--- config.mk ---
export PLATFORM = sky130hd
export DESIGN_NAME = travel_matte_pixel_blend_core
export DESIGN_NICKNAME = d
export VERILOG_FILES = /design/src/hdl/tmpb_pkg.sv /design/src/hdl/tmpb_matte.sv /design/src/hdl/tmpb_blend.sv /design/src/hdl/travel_matte_pixel_blend_core.sv
export VERILOG_INCLUDE_DIRS = /design/src /design/src/hdl
export SDC_FILE = /design/constraint.sdc
export NUM_CORES = 2
export LEC_CHECK = 0
export ABC_CLOCK_PERIOD_IN_PS = 17600
export BUFFER_PORTS_ARGS = -buffer_cell sky130_fd_sc_hd__buf_4
export CORE_MARGIN = 1.5
export CORE_UTILIZATION = 50
export DETAILED_ROUTE_END_ITERATION = 16
export PLACE_DENSITY = 0.71
export SLEW_MARGIN = 15
export SYNTH_ARGS = -nofsm -noshare
export SYNTH_HDL_FRONTEND = slang
export SYNTH_HIERARCHICAL = 1
export SYNTH_SLANG_ARGS = --single-unit
export TNS_END_PERCENT = 20
--- constraint.sdc ---
create_clock -name clock -period 17.6 [get_ports clock]
set_input_delay 1.76 -clock clock [delete_from_list [all_inputs] [get_ports clock]]
set_output_delay 1.76 -clock clock [all_outputs]
set_load 0.005 [all_outputs]
--- src/hdl/travel_matte_pixel_blend_core_defines.svh ---
// Assertion macros shared by the matte blend RTL.
// Needs a clock port named clock and an active-high reset named reset in scope.
`ifndef TRAVEL_MATTE_PIXEL_BLEND_CORE_DEFINES_SVH
`define TRAVEL_MATTE_PIXEL_BLEND_CORE_DEFINES_SVH

// checked outside reset
`define TMPB_ASSERT(lbl, prop, msg) \
   lbl: assert property (@(posedge clock) disable iff (reset) prop) else $error(msg);

// checked during reset as well
`define TMPB_ASSERT_ALWAYS(lbl, prop, msg) \
   lbl: assert property (@(posedge clock) prop) else $error(msg);

`endif

--- src/hdl/tmpb_pkg.sv ---
// Shared types, constants and divide-by-constant helpers for the matte blend core.
// No dependencies.
package tmpb_pkg;

   typedef struct packed {
      logic [7:0] chroma_v;
      logic [7:0] chroma_u;
      logic [7:0] luma;
   } pix_type;

   typedef struct packed {
      logic              source;
      logic [10:0]       gain;
      logic signed [8:0] bias;
      logic [7:0]        soften;
      logic [9:0]        drive;
   } cfg_type;

   typedef enum logic [2:0] {
      CSR_SOURCE = 3'd0,
      CSR_GAIN   = 3'd1,
      CSR_BIAS   = 3'd2,
      CSR_SOFTEN = 3'd3,
      CSR_DRIVE  = 3'd4
   } csr_idx_type;

   localparam logic [10:0] GAIN_MAX    = 11'd2000;
   localparam logic [10:0] GAIN_RESET  = 11'd1000;
   localparam logic [9:0]  DRIVE_MAX   = 10'd1000;
   localparam logic [8:0]  BIAS_MIN    = 9'h101;   // -255
   localparam logic [8:0]  BIAS_ILLEGAL = 9'h100;  // -256
   localparam logic [7:0]  FULL        = 8'd255;
   localparam logic [7:0]  MID         = 8'd128;
   localparam logic [8:0]  ROUND_1000  = 9'd500;
   localparam logic [6:0]  ROUND_255   = 7'd127;

   // floor(x/1000) exact for x < 2^19: multiplier error 88 * 2^19 < 2^29
   localparam logic [19:0] DIV1000_MUL = 20'd536871;
   // floor(x/255) exact for x < 2^16: multiplier error 254 * 2^16 < 2^24
   localparam logic [16:0] DIV255_MUL  = 17'd65794;

   function automatic logic [9:0] div1000(input logic [18:0] x);
      logic [38:0] p;
      p = {20'd0, x} * {19'd0, DIV1000_MUL};
      return p[38:29];
   endfunction

   function automatic logic [8:0] div255(input logic [15:0] x);
      logic [32:0] p;
      p = {17'd0, x} * {16'd0, DIV255_MUL};
      return p[32:24];
   endfunction

endpackage

--- src/hdl/tmpb_matte.sv ---
// Seven-stage matte shaping pipeline: gain, bias and clamp, soften, drive.
// Carries both pixels alongside. Uses tmpb_pkg and the assertion macro header.
`include "travel_matte_pixel_blend_core_defines.svh"

module tmpb_matte
   import tmpb_pkg::*;
(
   input  logic       clock,
   input  logic       reset,
   input  cfg_type    cfg,
   input  logic       in_valid,
   output logic       in_ready,
   input  pix_type    in_pix_a,
   input  pix_type    in_pix_b,
   input  logic [7:0] in_alpha_a,
   input  logic [7:0] in_alpha_b,
   output logic       out_valid,
   input  logic       out_ready,
   output pix_type    out_pix_a,
   output pix_type    out_pix_b,
   output logic [7:0] out_alpha
);

   localparam int NS = 7;

   logic [NS-1:0] vld_ff;
   logic [NS:0]   rdy;
   pix_type       pa_ff [NS];
   pix_type       pb_ff [NS];

   logic [18:0] prod_ff, prod_in;
   logic [8:0]  quo_ff, quo_in;
   logic [7:0]  bv_ff, bv_in;
   logic [15:0] soft_ff, soft_in;
   logic [7:0]  sv_ff, sv_in;
   logic [17:0] drv_ff, drv_in;
   logic [7:0]  dv_ff;
   logic [7:0]  alpha_ff, alpha_in;

   logic [7:0]         alpha_sel;
   logic [9:0]         quo_full;
   logic signed [10:0] biased;
   logic [8:0]         soft_quo;
   logic [9:0]         drv_quo;
   logic [8:0]         drv_sum;

   always_comb begin
      rdy[NS] = out_ready;
      for (int k = NS - 1; k >= 0; k--) begin
         rdy[k] = !vld_ff[k] || rdy[k+1];
      end
   end
   assign in_ready = rdy[0];

   // stage 0: scaled matte plus rounding
   assign alpha_sel = cfg.source ? in_alpha_b : in_alpha_a;
   assign prod_in   = {11'd0, alpha_sel} * {8'd0, cfg.gain} + {10'd0, ROUND_1000};

   // stage 1: divide by 1000
   assign quo_full = div1000(prod_ff);
   assign quo_in   = quo_full[8:0];

   // stage 2: bias and clamp
   assign biased = $signed({2'b00, quo_ff}) + $signed({{2{cfg.bias[8]}}, cfg.bias});
   always_comb begin
      priority if (biased[10]) begin
         bv_in = 8'd0;
      end else if (biased > 11'sd255) begin
         bv_in = FULL;
      end else begin
         bv_in = biased[7:0];
      end
   end

   // stage 3: soften numerator; strength zero yields the identity
   assign soft_in = {8'd0, bv_ff} * {8'd0, 8'(FULL - cfg.soften)}
                  + {1'b0, cfg.soften, 7'd0} + {9'd0, ROUND_255};

   // stage 4: divide by 255
   assign soft_quo = div255(soft_ff);
   assign sv_in    = soft_quo[7:0];

   // stage 5: drive numerator; drive zero yields the identity
   assign drv_in = {10'd0, 8'(FULL - sv_ff)} * {8'd0, cfg.drive} + {9'd0, ROUND_1000};

   // stage 6: divide by 1000, add, saturate
   assign drv_quo = div1000({1'b0, drv_ff});
   assign drv_sum = {1'b0, dv_ff} + drv_quo[8:0];
   assign alpha_in = (drv_sum > 9'd255) ? FULL : drv_sum[7:0];

   always_ff @(posedge clock) begin
      if (reset) begin
         vld_ff <= '0;
      end else begin
         if (rdy[0]) vld_ff[0] <= in_valid;
         for (int k = 1; k < NS; k++) begin
            if (rdy[k]) begin
               vld_ff[k] <= vld_ff[k-1];
            end
         end
      end
   end

   always_ff @(posedge clock) begin
      if (rdy[0]) begin
         pa_ff[0] <= in_pix_a;
         pb_ff[0] <= in_pix_b;
         prod_ff  <= prod_in;
      end
      for (int k = 1; k < NS; k++) begin
         if (rdy[k]) begin
            pa_ff[k] <= pa_ff[k-1];
            pb_ff[k] <= pb_ff[k-1];
         end
      end
      if (rdy[1]) quo_ff   <= quo_in;
      if (rdy[2]) bv_ff    <= bv_in;
      if (rdy[3]) soft_ff  <= soft_in;
      if (rdy[4]) sv_ff    <= sv_in;
      if (rdy[5]) begin
         drv_ff <= drv_in;
         dv_ff  <= sv_ff;
      end
      if (rdy[6]) alpha_ff <= alpha_in;
   end

   assign out_valid = vld_ff[NS-1];
   assign out_pix_a = pa_ff[NS-1];
   assign out_pix_b = pb_ff[NS-1];
   assign out_alpha = alpha_ff;

   `TMPB_ASSERT(a_soft_range, vld_ff[3] |-> soft_quo <= 9'd255, "soften quotient above 255")
   `TMPB_ASSERT(a_drive_range, vld_ff[5] |-> drv_sum <= 9'd255, "driven matte above 255")
   `TMPB_ASSERT(a_stall_hold,
      vld_ff[NS-1] && !out_ready |=> vld_ff[NS-1] && $stable(alpha_ff),
      "stalled matte changed")
   `TMPB_ASSERT_ALWAYS(a_reset_empty, $past(reset) |-> vld_ff == '0, "valid after reset")

endmodule

--- src/hdl/tmpb_blend.sv ---
// Two-stage per-component blend of pixel A toward pixel B by the shaped matte.
// Uses tmpb_pkg and the assertion macro header.
`include "travel_matte_pixel_blend_core_defines.svh"

module tmpb_blend
   import tmpb_pkg::*;
(
   input  logic       clock,
   input  logic       reset,
   input  logic       in_valid,
   output logic       in_ready,
   input  pix_type    in_pix_a,
   input  pix_type    in_pix_b,
   input  logic [7:0] in_alpha,
   output logic       out_valid,
   input  logic       out_ready,
   output pix_type    out_pix
);

   logic [1:0]  vld_ff;
   logic [2:0]  rdy;
   logic [15:0] sum_ff [3];
   logic [15:0] sum_in [3];
   logic [8:0]  quo    [3];
   pix_type     pix_ff;

   function automatic logic [15:0] mix_sum(input logic [7:0] a, input logic [7:0] b,
                                           input logic [7:0] al);
      return {8'd0, a} * {8'd0, 8'(FULL - al)} + {8'd0, b} * {8'd0, al}
           + {9'd0, ROUND_255};
   endfunction

   assign rdy[2]   = out_ready;
   assign rdy[1]   = !vld_ff[1] || rdy[2];
   assign rdy[0]   = !vld_ff[0] || rdy[1];
   assign in_ready = rdy[0];

   // alpha 0 and 255 reduce exactly to A and B through this formula
   assign sum_in[0] = mix_sum(in_pix_a.luma,     in_pix_b.luma,     in_alpha);
   assign sum_in[1] = mix_sum(in_pix_a.chroma_u, in_pix_b.chroma_u, in_alpha);
   assign sum_in[2] = mix_sum(in_pix_a.chroma_v, in_pix_b.chroma_v, in_alpha);

   always_comb begin
      for (int k = 0; k < 3; k++) begin
         quo[k] = div255(sum_ff[k]);
      end
   end

   always_ff @(posedge clock) begin
      if (reset) begin
         vld_ff <= '0;
      end else begin
         if (rdy[0]) vld_ff[0] <= in_valid;
         if (rdy[1]) vld_ff[1] <= vld_ff[0];
      end
   end

   always_ff @(posedge clock) begin
      if (rdy[0]) begin
         for (int k = 0; k < 3; k++) begin
            sum_ff[k] <= sum_in[k];
         end
      end
      if (rdy[1]) begin
         pix_ff.luma     <= quo[0][7:0];
         pix_ff.chroma_u <= quo[1][7:0];
         pix_ff.chroma_v <= quo[2][7:0];
      end
   end

   assign out_valid = vld_ff[1];
   assign out_pix   = pix_ff;

   `TMPB_ASSERT(a_quo_range,
      vld_ff[0] |-> quo[0] <= 9'd255 && quo[1] <= 9'd255 && quo[2] <= 9'd255,
      "blend quotient above 255")
   `TMPB_ASSERT(a_sum_hold, vld_ff[0] && !rdy[1] |=> vld_ff[0] && $stable(sum_ff[0]),
      "stalled blend sum changed")
   `TMPB_ASSERT(a_no_drop, vld_ff[1] && !out_ready |=> vld_ff[1], "stalled result dropped")

endmodule

--- src/hdl/travel_matte_pixel_blend_core.sv ---
// Travel matte pixel blend: top level with config registers and stream ports.
// Uses tmpb_pkg, tmpb_matte and tmpb_blend.
//
// Usage:
//   req_ carries one pixel pair per beat: both YUV pixels and both alpha samples.
//   rsp_ returns one blended YUV pixel per request beat, in order.
//   csr_ writes a register when csr_we is high; write only while the pipe is empty.
// An accepted request beat runs through the matte stages, then the blend stages.
// Throughput: one beat per cycle unless stalled, set by the nine-stage pipeline (seven
//   matte stages, two blend stages), every multiply followed by a register.
// Stall: each stage holds while full and blocked downstream; req_tready stays
//   high while any stage has room, so bubbles are squeezed out.
// Reset: pipeline empties; matte taken from frame B, gain 1000, bias, soften
//   and drive zero.
module travel_matte_pixel_blend_core
   import tmpb_pkg::*;
(
   input  logic        clock,
   input  logic        reset,
   input  logic        req_tvalid,
   output logic        req_tready,
   // a_luma, a_chroma_u, a_chroma_v, b_luma, b_chroma_u, b_chroma_v, alpha_a, alpha_b
   input  logic [63:0] req_tdata,
   output logic        rsp_tvalid,
   input  logic        rsp_tready,
   // out_luma, out_chroma_u, out_chroma_v
   output logic [23:0] rsp_tdata,
   input  logic        csr_we,
   input  logic [2:0]  csr_addr,
   input  logic [10:0] csr_wdata
);

   cfg_type    cfg_ff;
   pix_type    pix_a, pix_b, mid_pa, mid_pb, out_pix;
   logic [7:0] mid_alpha;
   logic       mid_valid, mid_ready;

   always_ff @(posedge clock) begin
      if (reset) begin
         cfg_ff.source <= 1'b1;
         cfg_ff.gain   <= GAIN_RESET;
         cfg_ff.bias   <= '0;
         cfg_ff.soften <= '0;
         cfg_ff.drive  <= '0;
      end else if (csr_we) begin
         unique case (csr_idx_type'(csr_addr))
            CSR_SOURCE: cfg_ff.source <= csr_wdata[0];
            CSR_GAIN:   cfg_ff.gain   <= (csr_wdata > GAIN_MAX) ? GAIN_MAX : csr_wdata;
            CSR_BIAS:   cfg_ff.bias   <= (csr_wdata[8:0] == BIAS_ILLEGAL) ?
                                         $signed(BIAS_MIN) : $signed(csr_wdata[8:0]);
            CSR_SOFTEN: cfg_ff.soften <= csr_wdata[7:0];
            CSR_DRIVE:  cfg_ff.drive  <= (csr_wdata[9:0] > DRIVE_MAX) ?
                                         DRIVE_MAX : csr_wdata[9:0];
            default: begin
            end
         endcase
      end
   end

   assign pix_a.luma     = req_tdata[7:0];
   assign pix_a.chroma_u = req_tdata[15:8];
   assign pix_a.chroma_v = req_tdata[23:16];
   assign pix_b.luma     = req_tdata[31:24];
   assign pix_b.chroma_u = req_tdata[39:32];
   assign pix_b.chroma_v = req_tdata[47:40];

   tmpb_matte u_matte (
      .clock      (clock),
      .reset      (reset),
      .cfg        (cfg_ff),
      .in_valid   (req_tvalid),
      .in_ready   (req_tready),
      .in_pix_a   (pix_a),
      .in_pix_b   (pix_b),
      .in_alpha_a (req_tdata[55:48]),
      .in_alpha_b (req_tdata[63:56]),
      .out_valid  (mid_valid),
      .out_ready  (mid_ready),
      .out_pix_a  (mid_pa),
      .out_pix_b  (mid_pb),
      .out_alpha  (mid_alpha)
   );

   tmpb_blend u_blend (
      .clock     (clock),
      .reset     (reset),
      .in_valid  (mid_valid),
      .in_ready  (mid_ready),
      .in_pix_a  (mid_pa),
      .in_pix_b  (mid_pb),
      .in_alpha  (mid_alpha),
      .out_valid (rsp_tvalid),
      .out_ready (rsp_tready),
      .out_pix   (out_pix)
   );

   assign rsp_tdata = {out_pix.chroma_v, out_pix.chroma_u, out_pix.luma};

endmodule

# Word-level counts from Yosys, hierarchy flattened
# Memories as Yosys holds them, arrays and structs flattened.
# Cells that the tools add are included.
# word_totals
regBits	166
ram_bits	384
inputBits	83
output_inout_bits	26
elab_cells	112
n_memories	3
# op_classes
addsub	15
mul	15
n_lt_le_gt_ge	4
eq_ne	5
n_mux	21
reduce_logical	24
# memory_table
memory	depth	word_bits	rd	rd_clocked_by_memory_dff	wr	line	rtl
u_matte.pa_ff	7	24	7	0	7	tmpb_matte.sv:28	pix_type pa_ff [NS];
u_matte.pb_ff	7	24	7	0	7	tmpb_matte.sv:29	pix_type pb_ff [NS];
u_blend.sum_ff	3	16	3	0	3	tmpb_blend.sv:22	logic [15:0] sum_ff [3];
# ops
operator	n
$mul 16x16->31 const B	4
$mul 8x8->16	7
$add 16x7->16 const B	4
$add 16x16->16	3
$mul 18x20->38 const B	1
$mul 19x20->38 const B	1
$sub 8x8->8 const A	3
$add 19x9->19 const B	1
$mul 8x11->19	1
$add 18x9->18 const B	1
$mul 8x10->18	1
$add 16x15->16	1
$mux 1	16
$mux 8	2
$add 10x9->11	1
$gt 11x11->1 const B	1
$gt 11x9->1 const B	1
$mux 11	1
$gt 10x10->1 const B	1
$mux 10	1
$reduce_and 2->1	5
$add 8x9->9	1
$eq 9x9->1 const B	1
$gt 9x8->1 const B	1
7 further kinds	24

# Depth between registers and ports, before layout
# logic_depth
depth_word	12
depth_mapped	32

# Modules after synthesis
# The synthesis kept the hierarchy.
# by_module_without_submodules
module	n_inst	cells_each	area_per_inst_um2	seq_area_each_um2
tmpb_matte	1	2570	32343.5	13052.5
tmpb_blend	1	1852	18666.7	2202.1
travel_matte_pixel_blend_core	1	176	1524.0	780.7

# Least setup slack after synthesis
# OpenSTA, ideal clock, no wires.
# synth_timing
path_type	input to output
startpoint	input port rsp_tready
endpoint	output port req_tready
t_arrival_ps	5753
t_required_ps	15840
path_slack_ps	10087
cell_stages	7
n_path_buf	1
path_cell_list	nor2b_1 nand2_1 nor2b_1 and2_1 and3_1 clkbuf_1 nand4_1
# synth_via
elab_chain_len	9
# synth_rtl
element	line	rtl
start: declaration	travel_matte_pixel_blend_core.sv:25	input logic rsp_tready,
$logic_or 1x1->1	tmpb_blend.sv:34	assign rdy[1] = !vld_ff[1] || rdy[2];
$logic_or 1x1->1	tmpb_blend.sv:35	assign rdy[0] = !vld_ff[0] || rdy[1];
net mid_ready	travel_matte_pixel_blend_core.sv:36	logic mid_valid, mid_ready;
$logic_or 1x1->1 (7 in a row)	tmpb_matte.sv:50	rdy[k] = !vld_ff[k] || rdy[k+1];
end: declaration	travel_matte_pixel_blend_core.sv:21	output logic req_tready,
# The timed path passes the listed nets, and every way through them passes these cells.

# Worst setup path after layout
# layout_timing
startpoint	register u_matte.drv_ff[15]
endpoint	register u_matte.alpha_ff[3] (netlist: u_matte/out_alpha[3]), data pin
# layout_via
elab_chain_len	3
# layout_rtl
element	line	rtl
start: declaration	tmpb_matte.sv:36	logic [17:0] drv_ff, drv_in;
start signal: assignment	tmpb_matte.sv:121	drv_ff <= drv_in;
$mul 18x20->38 *	tmpb_pkg.sv:44	p = {20'd0, x} * {19'd0, DIV1000_MUL};
$add 8x9->9 *	tmpb_matte.sv:88	assign drv_sum = {1'b0, dv_ff} + drv_quo[8:0];
$gt 9x8->1	tmpb_matte.sv:89	assign alpha_in = (drv_sum > 9'd255) ? FULL : drv_sum[7:0];
end signal: assignment	tmpb_matte.sv:124	if (rdy[6]) alpha_ff <= alpha_in;
end: declaration	tmpb_matte.sv:38	logic [7:0] alpha_ff, alpha_in;
# Every way passes the cells marked *; elsewhere a longest branch is shown, timed or not.
# A chain may end at the register's enable or synchronous reset.

==> qor.yml <==
status: "finished clean"
nNetsFinal: 6293
die_area_um2: 107000
cts.htree.levels: 2
maxCapViolations: 0
cp-end-kind: "flip-flop"
cp_max_fo: 8
multi_input_area_um2: 32700
max_slew.worst_pin.slew_ns: 1.02
grt_setup_unrepaired: "no"
die_x_um: 327
final_antenna_net_count: 0
max_freq_mhz: 128
drc: 0
whs_endpoint: "u_matte/pa_ff[6][10]$_DFFE_PP_"
worst_r2r_endpoint: "u_matte/out_alpha[3]$_SDFFCE_PN1P_"
viasPerCell: 5.10
hold_depth: 0
worst_skew_pair.late_latency_ns: 0.67
crit_required_ns: 18.00
routed-via-count: 31376
row_count: 118
synth_edf_count: 502
nFillCells: 8831
hold_viol: 0
fin_skew_ns: 0.0265
drtIter0Drc: 1320
finalCritPeriodShare: 0.444
hp-start: "u_matte/pa_ff[5][10]$_DFFE_PP_"
async_flop_share: 0
core_um2: 104000
wl_per_cell_um: 16.0
cts_tree: "done"
syn_avg_cell_area_um2: 11.4
timing.setup.tns_ns: 0
grt_pass1_wl_um: 167000
hold_class: "flip-flop to flip-flop"
io_pins: 109
portBuffers: 108
grt_max_degree: 75
antenna_found_initial: 2
cts_made_buffers: 59
worstPathArrival_ns: 8.21
finalSetupViolCount: 0
grt_usage: 0.193
grt_pass1_vias: 33764
initial_core_util: 0.506
netlist_area_um2: 52500
reg2reg_depth: 30
cp-start-kind: "flip-flop"
hpwl_um: 78500
synth-main-ff-cell: "edfxtp_1"
area_delta_synth_final_pct: 8.49
cts_buffer_depth: 3
maxSlewViolCount: 0
drive_above_1_share: 0.0576
die_h_um: 327
cts_root_buf: "clkbuf_16"
numClockSinks: 550
yosys_register_bits: 550
place_congestion: 0.869
cts_setup_buffers: 0
synth.distinct_cells: 88
seq_area_um2: 16000
dr.pass1.iters: 5
startpoint: "u_matte/drv_ff[15]$_DFFE_PP_"
post_cts_resized: 0
clk_pin_slew_ns: 0.06
ys_warn_count: 6
slowest_stage: "fa_1"
worst_path_largest_cell_delay_ns: 0.59
rr_startpoint: "u_matte/drv_ff[15]$_DFFE_PP_"
synthesis.nets: 6170
synth-seq-area-share: 0.305
overflow: 0
syn_inst: 4598
drt-total-wl_um: 98700
period_minus_slack_ns: 7.81
cts_hold_buf: 0
slew_headroom: 0.323
path_class: "flip-flop to flip-flop"
rrSetupSlack_ns: 9.79
-- worst max path at each step --
| stage | to | slack, ns | depth (start not counted) |
|---|---|---|---|
| floorplan | req_tready | 10.09 | 7 |
| global placement | u_matte/out_alpha[3]$_SDFFCE_PN1P_ | 10.02 | 30 |
| detailed placement | u_matte/out_alpha[3]$_SDFFCE_PN1P_ | 9.79 | 30 |
| CTS | u_matte/out_alpha[3]$_SDFFCE_PN1P_ | 9.77 | 30 |
| global route | u_matte/out_alpha[3]$_SDFFCE_PN1P_ | 9.23 | 30 |
| finish | u_matte/out_alpha[3]$_SDFFCE_PN1P_ | 9.79 | 30 |
-- critical path, delay by kind of cell (launching register included) --
| family | cells | cell delay (ns) |
|---|---|---|
| AO/OA/AOI/OAI | 10 | 1.84 |
| XOR/XNOR | 1 | 0.19 |
| adder cells (fa/ha/maj) | 8 | 3.71 |
| buffers and inverters | 7 | 0.38 |
| flip-flops | 1 | 0.53 |
| AND/OR/NAND/NOR | 4 | 0.91 |
-- Yosys cell counts, drive strengths merged (69+ instances only) --
| library cell | number | area (µm²) |
|---|---|---|
| ha | 861 | 10800 |
| edfxtp | 502 | 15100 |
| o21ai | 69 | 349 |
| inv | 958 | 3600 |
| nor2b | 186 | 1160 |
| nand2 | 245 | 920 |
| xnor2 | 96 | 848 |
| and2 | 164 | 1030 |
| nor2 | 97 | 367 |
| a21oi | 140 | 708 |
| fa | 628 | 12600 |
| nand2b | 161 | 1010 |
-- stage by stage --
stage / hold slack, ns / std cells / setup slack (ns) / instance area (µm²) / util
2_1_floorplan: 0.400 / 4598 / 10.09 / 52500 / -
3_3_place_gp: 0.400 / 6040 / 10.02 / 54900 / 0.529
3_5_place_dp: 0.405 / 6040 / 9.79 / 54900 / 0.529
4_1_cts: 0.396 / 6152 / 9.77 / 57000 / 0.549
5_1_grt: 0.414 / 6152 / 9.23 / 57000 / 0.549
6_report: 0.407 / 6153 / 9.79 / 57000 / 0.549
-- per-layer routing --
layer	up-vias	global-route usage	part of all wire
li1	15213	-	-
met1	15541	0.252	0.45
met2	482	0.335	0.49
met3	140	0.0247	0.039
met4	0	0.0606	0.027
met5	-	0	0
-- cells in the final DEF, fill, tap and decap left out, types with 23 or more instances in the layout --
master	netlist	final
nor2b_1	186	186
o21a_1	23	23
xnor2_1	95	95
ha_1	861	861
a21o_1	41	41
fa_1	628	628
a21oi_1	138	138
nor3_1	35	35
nor2_1	96	96
nand2b_1	161	161
nand2_1	245	242
dfxtp_1	48	48
buf_4	0	125
o21ai_0	64	64
nand3_1	36	35
inv_1	958	955
xor2_1	37	37
edfxtp_1	502	502
clkbuf_16	0	59
and2_1	163	163
-- flip-flops by register name, indices dropped and copies added (netlist names) --
| signal | cells |
|---|---|
| u_matte/pa_ff | 168 |
| u_matte/pb_ff | 168 |
| u_blend/sum_ff | 48 |
| cfg_ff | 39 |
| u_blend/out_pix | 24 |
| u_matte/prod_ff | 19 |
| u_matte/drv_ff | 18 |
| u_matte/soft_ff | 16 |
| u_matte/quo_ff | 9 |
| u_matte/bv_ff | 8 |
| u_matte/dv_ff | 8 |
| u_matte/out_alpha | 8 |
| u_matte/sv_ff | 8 |
| u_matte/vld_ff | 7 |
| u_blend/vld_ff | 2 |
-- kinds of logic after synthesis --
logic type | after synthesis | share of synthesized area
AOI/OAI and AO/OA | 390 | 0.0487
xor gates and xnor gates | 133 | 0.0223
adders and majority gates | 1489 | 0.444
buffers and inverters | 1021 | 0.0735
DFF | 550 | 0.305
muxes | 15 | 0.00305
other | 1 | 0.0000714
and+or+nand+nor | 999 | 0.103
-- area by class of cell --
type                    instances  share of cell area
multi-input cells            3027               0.573
flip-flops and latches        550               0.281
inverters                     958              0.0631
well taps                    1380              0.0303
clock buffers                  66              0.0264
repair buffers                125              0.0165
clock inverters                46             0.00953
diodes                          1           0.0000439
Power is left out: the tool's default activity adds up to more than one toggle a clock period on the data nets, which glitch-free logic cannot reach.
